[config.mk]
export PLATFORM = sky130hd
export DESIGN_NAME = bitmap_key_allocator
export DESIGN_NICKNAME = d
export VERILOG_FILES = /design/src/hw/rtl/bka_pkg.sv /design/src/hw/rtl/bka_ffz.sv /design/src/hw/rtl/bka_page_ram.sv /design/src/hw/rtl/bitmap_key_allocator.sv
export SDC_FILE = /design/constraint.sdc
export NUM_CORES = 2
export LEC_CHECK = 0
export ABC_AREA = 1
export BUFFER_PORTS_ARGS = -buffer_cell sky130_fd_sc_hd__clkbuf_2
export CORE_MARGIN = 3
export CORE_UTILIZATION = 38
export CTS_BUF_LIST = sky130_fd_sc_hd__clkbuf_8 sky130_fd_sc_hd__clkbuf_16
export DETAILED_ROUTE_END_ITERATION = 6
export GPL_TIMING_DRIVEN = 1
export PLACE_DENSITY = 0.56
export SKIP_LAST_GASP = 1
export SLEW_MARGIN = 30
export SYNTH_ARGS = -nofsm -noshare
export SYNTH_HDL_FRONTEND = slang
export SYNTH_SLANG_ARGS = --single-unit
[constraint.sdc]
create_clock -name clk -period 5.3 [get_ports clk]
set_input_delay 0 -clock clk [delete_from_list [all_inputs] [get_ports clk]]
set_output_delay 0 -clock clk [all_outputs]
set_load 0.1 [all_outputs]
[src/hw/rtl/bka_pkg.sv]
`timescale 1ns / 1ps

package bka_pkg;

  // fixed field widths
  localparam int ACTION_W = 2;
  localparam int KEY_W    = 10;
  localparam int CFG_W    = 11;
  localparam int SIZE_W   = 11;

  // action codes
  localparam logic [ACTION_W-1:0] ACT_RESERVE = 2'd0;
  localparam logic [ACTION_W-1:0] ACT_RELEASE = 2'd1;
  localparam logic [ACTION_W-1:0] ACT_CLEAR   = 2'd2;

  // register indexes
  localparam logic CFG_KEY_LIMIT  = 1'b0;
  localparam logic CFG_GROW_CHUNK = 1'b1;

  // external size saturates here
  localparam logic [SIZE_W-1:0] SIZE_MAX = 11'h7FF;

endpackage

[src/hw/rtl/bka_ffz.sv]
`timescale 1ns / 1ps

// Find first zero: lowest clear bit of a word.
module bka_ffz #(
  parameter int WIDTH = 32,
  parameter int POS_W = 5
) (
  input  logic [WIDTH-1:0] word_i,
  output logic             found_o,
  output logic [POS_W-1:0] pos_o
);

  always_comb begin
    found_o = ~&word_i;
    pos_o   = '0;
    for (int i = WIDTH - 1; i >= 0; i--) begin
      if (!word_i[i]) begin
        pos_o = POS_W'(i);
      end
    end
  end

endmodule

[src/hw/rtl/bka_page_ram.sv]
`timescale 1ns / 1ps

// Page store: one write port, one registered read port.
module bka_page_ram #(
  parameter int DEPTH = 32,
  parameter int WIDTH = 32,
  parameter int AW    = 5
) (
  input  logic             clk,
  input  logic             we,
  input  logic [AW-1:0]    waddr,
  input  logic [WIDTH-1:0] wdata,
  input  logic             re,
  input  logic [AW-1:0]    raddr,
  output logic [WIDTH-1:0] rdata
);

  logic [WIDTH-1:0] mem [DEPTH];

  always_ff @(posedge clk) begin
    if (we) begin
      mem[waddr] <= wdata;
    end
  end

  always_ff @(posedge clk) begin
    if (re) begin
      rdata <= mem[raddr];
    end
  end

endmodule

[src/hw/rtl/bitmap_key_allocator.sv]
`timescale 1ns / 1ps

// Bitmap key allocator. Hands out the lowest free key below KEY_CAPACITY
// (reserve), frees a held key (release) or empties the whole map (clear);
// every input word yields exactly one result word. Held bits live in a
// page store of PAGE_BITS-wide pages (PAGE_BITS a power of two), with one
// page-full flag and one page-valid flag per page in flops, so a clear
// takes effect at once and no clearing pass follows reset. A reserve scans
// the page-full flags one PAGE_BITS chunk per cycle, reads the chosen page,
// then picks its lowest clear bit; both searches share one find-first-zero
// unit. A new input word is taken only once the last one's result word is
// loaded. A reserve steps through scan, read and update; a release in range
// reads the page, then clears the bit; a clear, an unknown word and a reserve
// refused at the limit go straight to the final step; a reserve that finds
// every page full, or whose only free bit lies past capacity in a partial
// last page, ends in the final step after the scan or the read.
// Results sit in an output register, and a stalled output holds the
// sequencer in its final step. Registers: key_limit (0 = full capacity),
// grow_chunk (0 = never request growth); write them only while idle.
module bitmap_key_allocator import bka_pkg::*; #(
  parameter int KEY_CAPACITY = 1024,
  parameter int PAGE_BITS    = 32
) (
  input  logic                clk,
  input  logic                rst_n,
  // configuration
  input  logic                cfg_we,
  input  logic                cfg_index,
  input  logic [CFG_W-1:0]    cfg_wdata,
  // input words
  input  logic                in_valid,
  output logic                in_ready,
  input  logic [ACTION_W-1:0] in_action,
  input  logic [KEY_W-1:0]    in_release_key,
  // result words
  output logic                out_valid,
  input  logic                out_ready,
  output logic                out_ok,
  output logic [KEY_W-1:0]    out_key,
  output logic                out_grow_request,
  output logic [SIZE_W-1:0]   out_grow_size
);

  localparam int NUM_PAGES = (KEY_CAPACITY + PAGE_BITS - 1) / PAGE_BITS;
  localparam int PW        = (NUM_PAGES > 1) ? $clog2(NUM_PAGES) : 1;
  localparam int BW        = $clog2(PAGE_BITS);
  localparam int KW        = PW + BW;
  localparam int CW        = $clog2(KEY_CAPACITY + 1);
  localparam int NCHUNK    = (NUM_PAGES + PAGE_BITS - 1) / PAGE_BITS;
  localparam int CHW       = (NCHUNK > 1) ? $clog2(NCHUNK) : 1;
  localparam int FW        = NCHUNK * PAGE_BITS;

  // flags past the last real page read as full so the scan skips them
  localparam logic [FW-1:0]  FULL_PAD   = ~({FW{1'b1}} >> (FW - NUM_PAGES));
  localparam logic [KW:0]    CAP_K      = (KW + 1)'(KEY_CAPACITY);
  localparam logic [CW-1:0]  CAP_C      = CW'(KEY_CAPACITY);
  localparam logic [CHW-1:0] LAST_CHUNK = CHW'(NCHUNK - 1);

  typedef enum logic [2:0] {
    S_IDLE,
    S_SCAN,   // search page-full flags, one chunk a cycle
    S_RD,     // page data back: pick lowest clear bit, mark it
    S_UPD,    // highest key / grow request, emit result
    S_REL,    // page data back: clear bit, emit result
    S_FIN     // emit a staged result
  } state_t;

  state_t state_r;

  logic [CFG_W-1:0]     key_limit_r;
  logic [CFG_W-1:0]     grow_chunk_r;
  logic [NUM_PAGES-1:0] pvalid_r;
  logic [FW-1:0]        full_r;
  logic [CW-1:0]        count_r;
  logic [KW-1:0]        highest_r;
  logic [SIZE_W-1:0]    ext_r;

  logic [CHW-1:0]       chunk_r;
  logic [PW-1:0]        page_r;
  logic [BW-1:0]        bit_r;
  logic [KW-1:0]        key_r;
  logic [KEY_W-1:0]     rkey_r;
  logic                 rd_valid_r;

  logic                 res_ok_r;
  logic [KEY_W-1:0]     res_key_r;
  logic                 res_grow_r;
  logic [SIZE_W-1:0]    res_size_r;

  logic                 out_valid_r;
  logic                 out_ok_r;
  logic [KEY_W-1:0]     out_key_r;
  logic                 out_grow_r;
  logic [SIZE_W-1:0]    out_size_r;

  logic                 in_fire;
  logic                 slot_free;
  logic                 emit;
  logic                 limit_ok;
  logic                 rel_in_range;
  logic [PW-1:0]        rel_page;
  logic [BW-1:0]        rel_bit;
  logic [PAGE_BITS-1:0] summary;
  logic [PAGE_BITS-1:0] rd_data;
  logic [PAGE_BITS-1:0] page_word;
  logic [PAGE_BITS-1:0] ffz_word;
  logic                 ffz_found;
  logic [BW-1:0]        ffz_pos;
  logic [CHW+BW-1:0]    scan_page_wide;
  logic [PW-1:0]        scan_page;
  logic [KW-1:0]        rd_key;
  logic                 rd_key_ok;
  logic [PAGE_BITS-1:0] new_word;
  logic [PAGE_BITS-1:0] rel_mask;
  logic                 rel_held;
  logic                 grow_hi;
  logic [SIZE_W:0]      size_sum;
  logic [SIZE_W-1:0]    size_sat;
  logic                 grow_need;

  logic                 ram_we;
  logic [PAGE_BITS-1:0] ram_wdata;
  logic                 ram_re;
  logic [PW-1:0]        ram_raddr;

  assign in_ready  = (state_r == S_IDLE);
  assign in_fire   = in_valid && in_ready;
  assign slot_free = !out_valid_r || out_ready;

  // a final step loads a new result word this cycle
  assign emit = slot_free &&
                ((state_r == S_UPD) || (state_r == S_REL) || (state_r == S_FIN));

  // a limit above capacity lets the search itself refuse
  assign limit_ok = (key_limit_r == '0) ? (count_r < CAP_C)
                                        : (32'(count_r) < 32'(key_limit_r));

  assign rel_in_range = 32'(in_release_key) < 32'(KEY_CAPACITY);
  assign rel_page     = PW'(in_release_key >> BW);
  assign rel_bit      = BW'(in_release_key);

  assign summary   = full_r[chunk_r*PAGE_BITS +: PAGE_BITS];
  // pages never written since clear read as empty
  assign page_word = rd_valid_r ? rd_data : '0;

  // shared search unit: flags while scanning, page data afterwards
  assign ffz_word = (state_r == S_SCAN) ? summary : page_word;

  bka_ffz #(
    .WIDTH (PAGE_BITS),
    .POS_W (BW)
  ) u_ffz (
    .word_i  (ffz_word),
    .found_o (ffz_found),
    .pos_o   (ffz_pos)
  );

  assign scan_page_wide = {chunk_r, ffz_pos};
  assign scan_page      = scan_page_wide[PW-1:0];

  // a free bit past capacity in a partial last page means no key left
  assign rd_key    = {page_r, ffz_pos};
  assign rd_key_ok = (KW + 1)'(rd_key) < CAP_K;
  assign new_word  = page_word | (PAGE_BITS'(1) << ffz_pos);

  assign rel_mask = PAGE_BITS'(1) << bit_r;
  assign rel_held = |(page_word & rel_mask);

  // grow by one chunk (saturating at SIZE_MAX) on a new highest key beyond the size
  assign grow_hi   = key_r > highest_r;
  assign size_sum  = (SIZE_W + 1)'(ext_r) + (SIZE_W + 1)'(grow_chunk_r);
  assign size_sat  = size_sum[SIZE_W] ? SIZE_MAX : size_sum[SIZE_W-1:0];
  assign grow_need = grow_hi && (grow_chunk_r != '0) && (32'(key_r) > 32'(ext_r));

  assign ram_re    = ((state_r == S_SCAN) && ffz_found) ||
                     (in_fire && (in_action == ACT_RELEASE) && rel_in_range);
  assign ram_raddr = (state_r == S_SCAN) ? scan_page : rel_page;
  assign ram_we    = ((state_r == S_RD) && rd_key_ok) ||
                     ((state_r == S_REL) && slot_free && rel_held);
  assign ram_wdata = (state_r == S_RD) ? new_word : (page_word & ~rel_mask);

  bka_page_ram #(
    .DEPTH (NUM_PAGES),
    .WIDTH (PAGE_BITS),
    .AW    (PW)
  ) u_ram (
    .clk   (clk),
    .we    (ram_we),
    .waddr (page_r),
    .wdata (ram_wdata),
    .re    (ram_re),
    .raddr (ram_raddr),
    .rdata (rd_data)
  );

  always_ff @(posedge clk) begin
    if (!rst_n) begin
      state_r      <= S_IDLE;
      key_limit_r  <= '0;
      grow_chunk_r <= '0;
      pvalid_r     <= '0;
      full_r       <= FULL_PAD;
      count_r      <= '0;
      highest_r    <= '0;
      ext_r        <= '0;
      out_valid_r  <= 1'b0;
    end else begin
      if (cfg_we) begin
        unique case (cfg_index)
          CFG_KEY_LIMIT:  key_limit_r  <= cfg_wdata;
          CFG_GROW_CHUNK: grow_chunk_r <= cfg_wdata;
          default: ;
        endcase
      end

      if (ram_re) begin
        rd_valid_r <= pvalid_r[ram_raddr];
      end

      if (out_valid_r && out_ready && !emit) begin
        out_valid_r <= 1'b0;
      end

      unique case (state_r)
        S_IDLE: begin
          if (in_fire) begin
            rkey_r     <= in_release_key;
            res_ok_r   <= 1'b0;
            res_key_r  <= '0;
            res_grow_r <= 1'b0;
            res_size_r <= '0;
            unique case (in_action)
              ACT_RESERVE: begin
                if (limit_ok) begin
                  chunk_r <= '0;
                  state_r <= S_SCAN;
                end else begin
                  state_r <= S_FIN;
                end
              end
              ACT_RELEASE: begin
                if (rel_in_range) begin
                  page_r  <= rel_page;
                  bit_r   <= rel_bit;
                  state_r <= S_REL;
                end else begin
                  res_key_r <= in_release_key;
                  state_r   <= S_FIN;
                end
              end
              ACT_CLEAR: begin
                pvalid_r  <= '0;
                full_r    <= FULL_PAD;
                count_r   <= '0;
                highest_r <= '0;
                ext_r     <= '0;
                res_ok_r  <= 1'b1;
                state_r   <= S_FIN;
              end
              default: begin
                state_r <= S_FIN;
              end
            endcase
          end
        end

        S_SCAN: begin
          if (ffz_found) begin
            page_r  <= scan_page;
            state_r <= S_RD;
          end else if (chunk_r == LAST_CHUNK) begin
            state_r <= S_FIN;
          end else begin
            chunk_r <= chunk_r + 1'b1;
          end
        end

        S_RD: begin
          if (rd_key_ok) begin
            pvalid_r[page_r] <= 1'b1;
            full_r[page_r]   <= &new_word;
            count_r          <= CW'(count_r + 1'b1);
            key_r            <= rd_key;
            state_r          <= S_UPD;
          end else begin
            state_r <= S_FIN;
          end
        end

        S_UPD: begin
          if (slot_free) begin
            out_valid_r <= 1'b1;
            out_ok_r    <= 1'b1;
            out_key_r   <= KEY_W'(key_r);
            out_grow_r  <= grow_need;
            out_size_r  <= grow_need ? size_sat : '0;
            if (grow_hi) begin
              highest_r <= key_r;
            end
            if (grow_need) begin
              ext_r <= size_sat;
            end
            state_r <= S_IDLE;
          end
        end

        S_REL: begin
          if (slot_free) begin
            out_valid_r <= 1'b1;
            out_ok_r    <= rel_held;
            out_key_r   <= rkey_r;
            out_grow_r  <= 1'b0;
            out_size_r  <= '0;
            if (rel_held) begin
              pvalid_r[page_r] <= 1'b1;
              full_r[page_r]   <= 1'b0;
              if (count_r != '0) begin
                count_r <= count_r - 1'b1;
              end
            end
            state_r <= S_IDLE;
          end
        end

        S_FIN: begin
          if (slot_free) begin
            out_valid_r <= 1'b1;
            out_ok_r    <= res_ok_r;
            out_key_r   <= res_key_r;
            out_grow_r  <= res_grow_r;
            out_size_r  <= res_size_r;
            state_r     <= S_IDLE;
          end
        end

        default: begin
          state_r <= S_IDLE;
        end
      endcase
    end
  end

  assign out_valid        = out_valid_r;
  assign out_ok           = out_ok_r;
  assign out_key          = out_key_r;
  assign out_grow_request = out_grow_r;
  assign out_grow_size    = out_size_r;

endmodule

==> results.tsv <==
metric	value	unit
swShare	35.0	%
tightest_slew	1.00	ns
worst-path-buf-inv	5	
slew_violations	0	
routed_wl	159	mm
status	finished, final reports clean	
critical-path-slowest-cell	dfxtp_1	
grt_pass1_wl	235	mm
period_share	90.7	%
nets	5056	
die_w	382	µm
cp_slowest_stage_delay	0.49	ns
cp-endpoint	full_r[8]	
gp_congestion	0.926	
placed_cells	6654	
drt-vias-per-instance	5.37	
grt.overflow.total	0	
hold_viol_final	0	
yosysWarnings	0	
coreArea	140000	µm²
setup_tns	0	ns
p_total	30200	µW
p_clk_share	30.1	%
synthArstFlopShare	0	%
initial_utilization	38.4	%
cts_inserted_buffers	134	
drive_above_1_share	9.35	%
r2r-end	full_r[8]	
nFillCells	12900	
cp-startpoint	state_r[0]	
instances_no_fill	6957	
skew	0.0283	ns
synthFlopType	edfxtp_1	
drtPass1Iterations	6	
grt_pass1_vias	35200	
area_growth	14.9	%
cts_root_buf	clkbuf_16	
min_from	in_release_key[1]	
fp.dieH	382	µm
synthDistinctLibCells	45	
diodes	0	
clk_latency	0.78	ns
start_kind	register	
min_path_type	input port to register	
cp_top_family	simple AND/OR/NAND/NOR gates	
post-cts-setup-buffer-count	0	
clock.fmax	208	MHz
syn_nets	4947	
clockBufferDepth	3	
portBuffers	53	
grt_start_max_net_pins	96	
comb_power_share	28.5	%
critPathKind	register to register	
clk_pin_slew	0.06	ns
worstSetupEndpointType	register	
vias	37400	
pwr-share-seq	41.4	%
multi_input_area	14300	µm²
maxSlewHeadroom	32.9	%
reg2reg_from	state_r[0]	
peakVddDrop	336	µV
dieArea	146000	µm²
crit_fanout	32	
cts_sinks	1233	
seqCellArea	35800	µm²
rows	137	
detail_route.wl_per_cell	22.9	µm
syn_area	53600	µm²
cts_tree	built	
crit_required	5.98	ns
synth-seq-area-share	66.7	%
period_minus_slack	4.81	ns
synth.ff_latch_count	1233	
power.density	490	nW/µm²
ff2ff_setup_slack	0.49	ns
power.internal	19700	µW
rsz0062_at_grt	false	
postRouteAntennaNets	0	
htree_levels	4	
drt_iter0_drc	3723	
cpMostUsedCell	nand2_1	
rr_worst_depth	28	
cp.depth	28	
hold_depth	2	
avgSynthCellArea	11.0	µm²
dp_hpwl	88.2	mm
drc	0	
syn_inst	4866	
grt_antenna_before_repair	0	
worstPathArrival	5.49	ns
ios	54	
switchingPower	10600	µW
track_usage	21.5	%
max_cap_violations	0	
p_leak	0.0224	µW
setup_viol	0	
synth-edff-count	1111	
[cell type report]
type                    instances  share of cell area, %
clock buffers                 143                   5.73
clock inverters                99                   1.24
inverters                     615                   3.78
multi-input cells            2718                   23.1
flip-flops and latches       1233                   58.1
well taps                    1876                   3.81
repair buffers                273                   4.26
[cells by family (layout without fill, tap and decap cells)]
family / Yosys count / count (layout) / synth area share [%]
xor gates and xnor gates: 8 / 8 / 0.131
DFF: 1233 / 1233 / 66.7
adders and majority gates: 52 / 52 / 1.24
AOI/OAI and AO/OA: 1356 / 1356 / 14.1
buffers and inverters: 915 / 1130 / 7.39
and+or+nand+nor: 1302 / 1302 / 10.4
[worst register-to-register path: cells and delay by family, from the launching register on]
| family | cells | cell delay, ns |
|---|---|---|
| compound gates | 6 | 0.80 |
| buf+inv | 5 | 1.23 |
| flops | 1 | 0.49 |
| simple gates | 17 | 2.18 |
[synthesized netlist by cell type (all sizes together), types with 7 or more instances]
cell type / n / area share, %
a211oi: 11 / 0.15
a21oi: 415 / 3.9
a22o: 11 / 0.18
a31oi: 38 / 0.44
a32o: 21 / 0.39
buf: 142 / 2.0
clkbuf: 158 / 1.1
dfxtp: 122 / 4.6
edfxtp: 1111 / 62
ha: 50 / 1.2
inv: 612 / 4.3
nand2: 557 / 3.9
nand3: 395 / 3.7
nand4: 24 / 0.28
nor2: 287 / 2.0
nor3: 17 / 0.16
nor4: 12 / 0.14
o211ai: 201 / 2.8
o21ai: 632 / 5.9
o21bai: 9 / 0.13
o22ai: 9 / 0.10
or2: 9 / 0.10
xor2: 7 / 0.11
[cell usage in the layout (no fill, tap or decap), types with 16 or more instances in the layout]
master	n
a21oi_1	415
a31oi_1	37
a32o_1	21
buf_12	44
buf_4	115
clkbuf_16	139
clkbuf_2	53
clkinv_1	31
dfxtp_1	122
dlygate4sd3_1	60
edfxtp_1	1111
ha_1	50
inv_1	635
nand2_1	551
nand3_1	394
nand4_1	24
nor2_1	250
nor2_4	32
nor3_1	16
o211ai_1	201
o21ai_0	356
o21ai_1	262
[state kept, by name (all words and copies together) (netlist names)]
name / flops
bit_r: 5
count_r: 11
ext_r: 11
full_r: 32
grow_chunk_r: 11
highest_r: 10
key_limit_r: 11
key_r: 10
out_grow_request: 1
out_grow_size: 11
out_key: 10
out_ok: 1
out_valid: 1
page_r: 5
pvalid_r: 32
rd_valid_r: 1
res_ok_r: 1
rkey_r: 10
state_r: 3
u_ram.mem: 1024
u_ram.rdata: 32
[power by group through the flow]
stage | clock network, µW | logic [µW] | registers, µW
3_5_place_dp | 0 | 8530 | 12700
5_1_grt | 9630 | 9490 | 12600
3_3_place_gp | 0 | 8450 | 12700
2_1_floorplan | 0 | 5480 | 12800
4_1_cts | 9260 | 8610 | 12500
6_report | 9100 | 8610 | 12500
[how the worst min path moves through the flow]
| stage | slack, ns | end |
|---|---|---|
| after floorplan | 0.1 | bit_r[0] |
| after global placement | 0.25 | key_limit_r[0] |
| after detailed placement | 0.25 | key_limit_r[0] |
| after CTS | 0.002 | bit_r[0] |
| after global routing | 0.03 | rkey_r[0] |
| final | 0.06 | bit_r[1] |
[layer usage]
metal | part of all wire, % | global-route usage [%] | routed length (µm) | vias up
met1 | 45 | 30.5 | 71200 | 18400
met4 | 3.0 | 7.57 | 4840 | 0
met2 | 46 | 33.9 | 73000 | 1243
met3 | 6.5 | 3.08 | 10300 | 223
met5 | 0 | 0 | 0 | -
li1 | - | - | - | 17500
[per-stage QoR]
| step | utilization [%] | cell area (µm²) | hold WS [ns] | worst slack, ns |
|---|---|---|---|---|
| after floorplan | - | 53600 | 0.0989 | 1.55 |
| after global placement | 40.6 | 56700 | 0.249 | 0.645 |
| after detailed placement | 40.6 | 56800 | 0.250 | 0.559 |
| after CTS | 44.1 | 61700 | 0.00169 | 0.512 |
| after global routing | 44.1 | 61700 | 0.0316 | 0.0399 |
| final | 44.1 | 61700 | 0.0588 | 0.494 |
[repair_timing]
item,in CTS,in global routing
hold buffers,60,0
hold endpoints to repair,105,0
endpoints found under the setup margin,0,29
gates resized for setup,0,1
(Power assumes the default switching activity.)
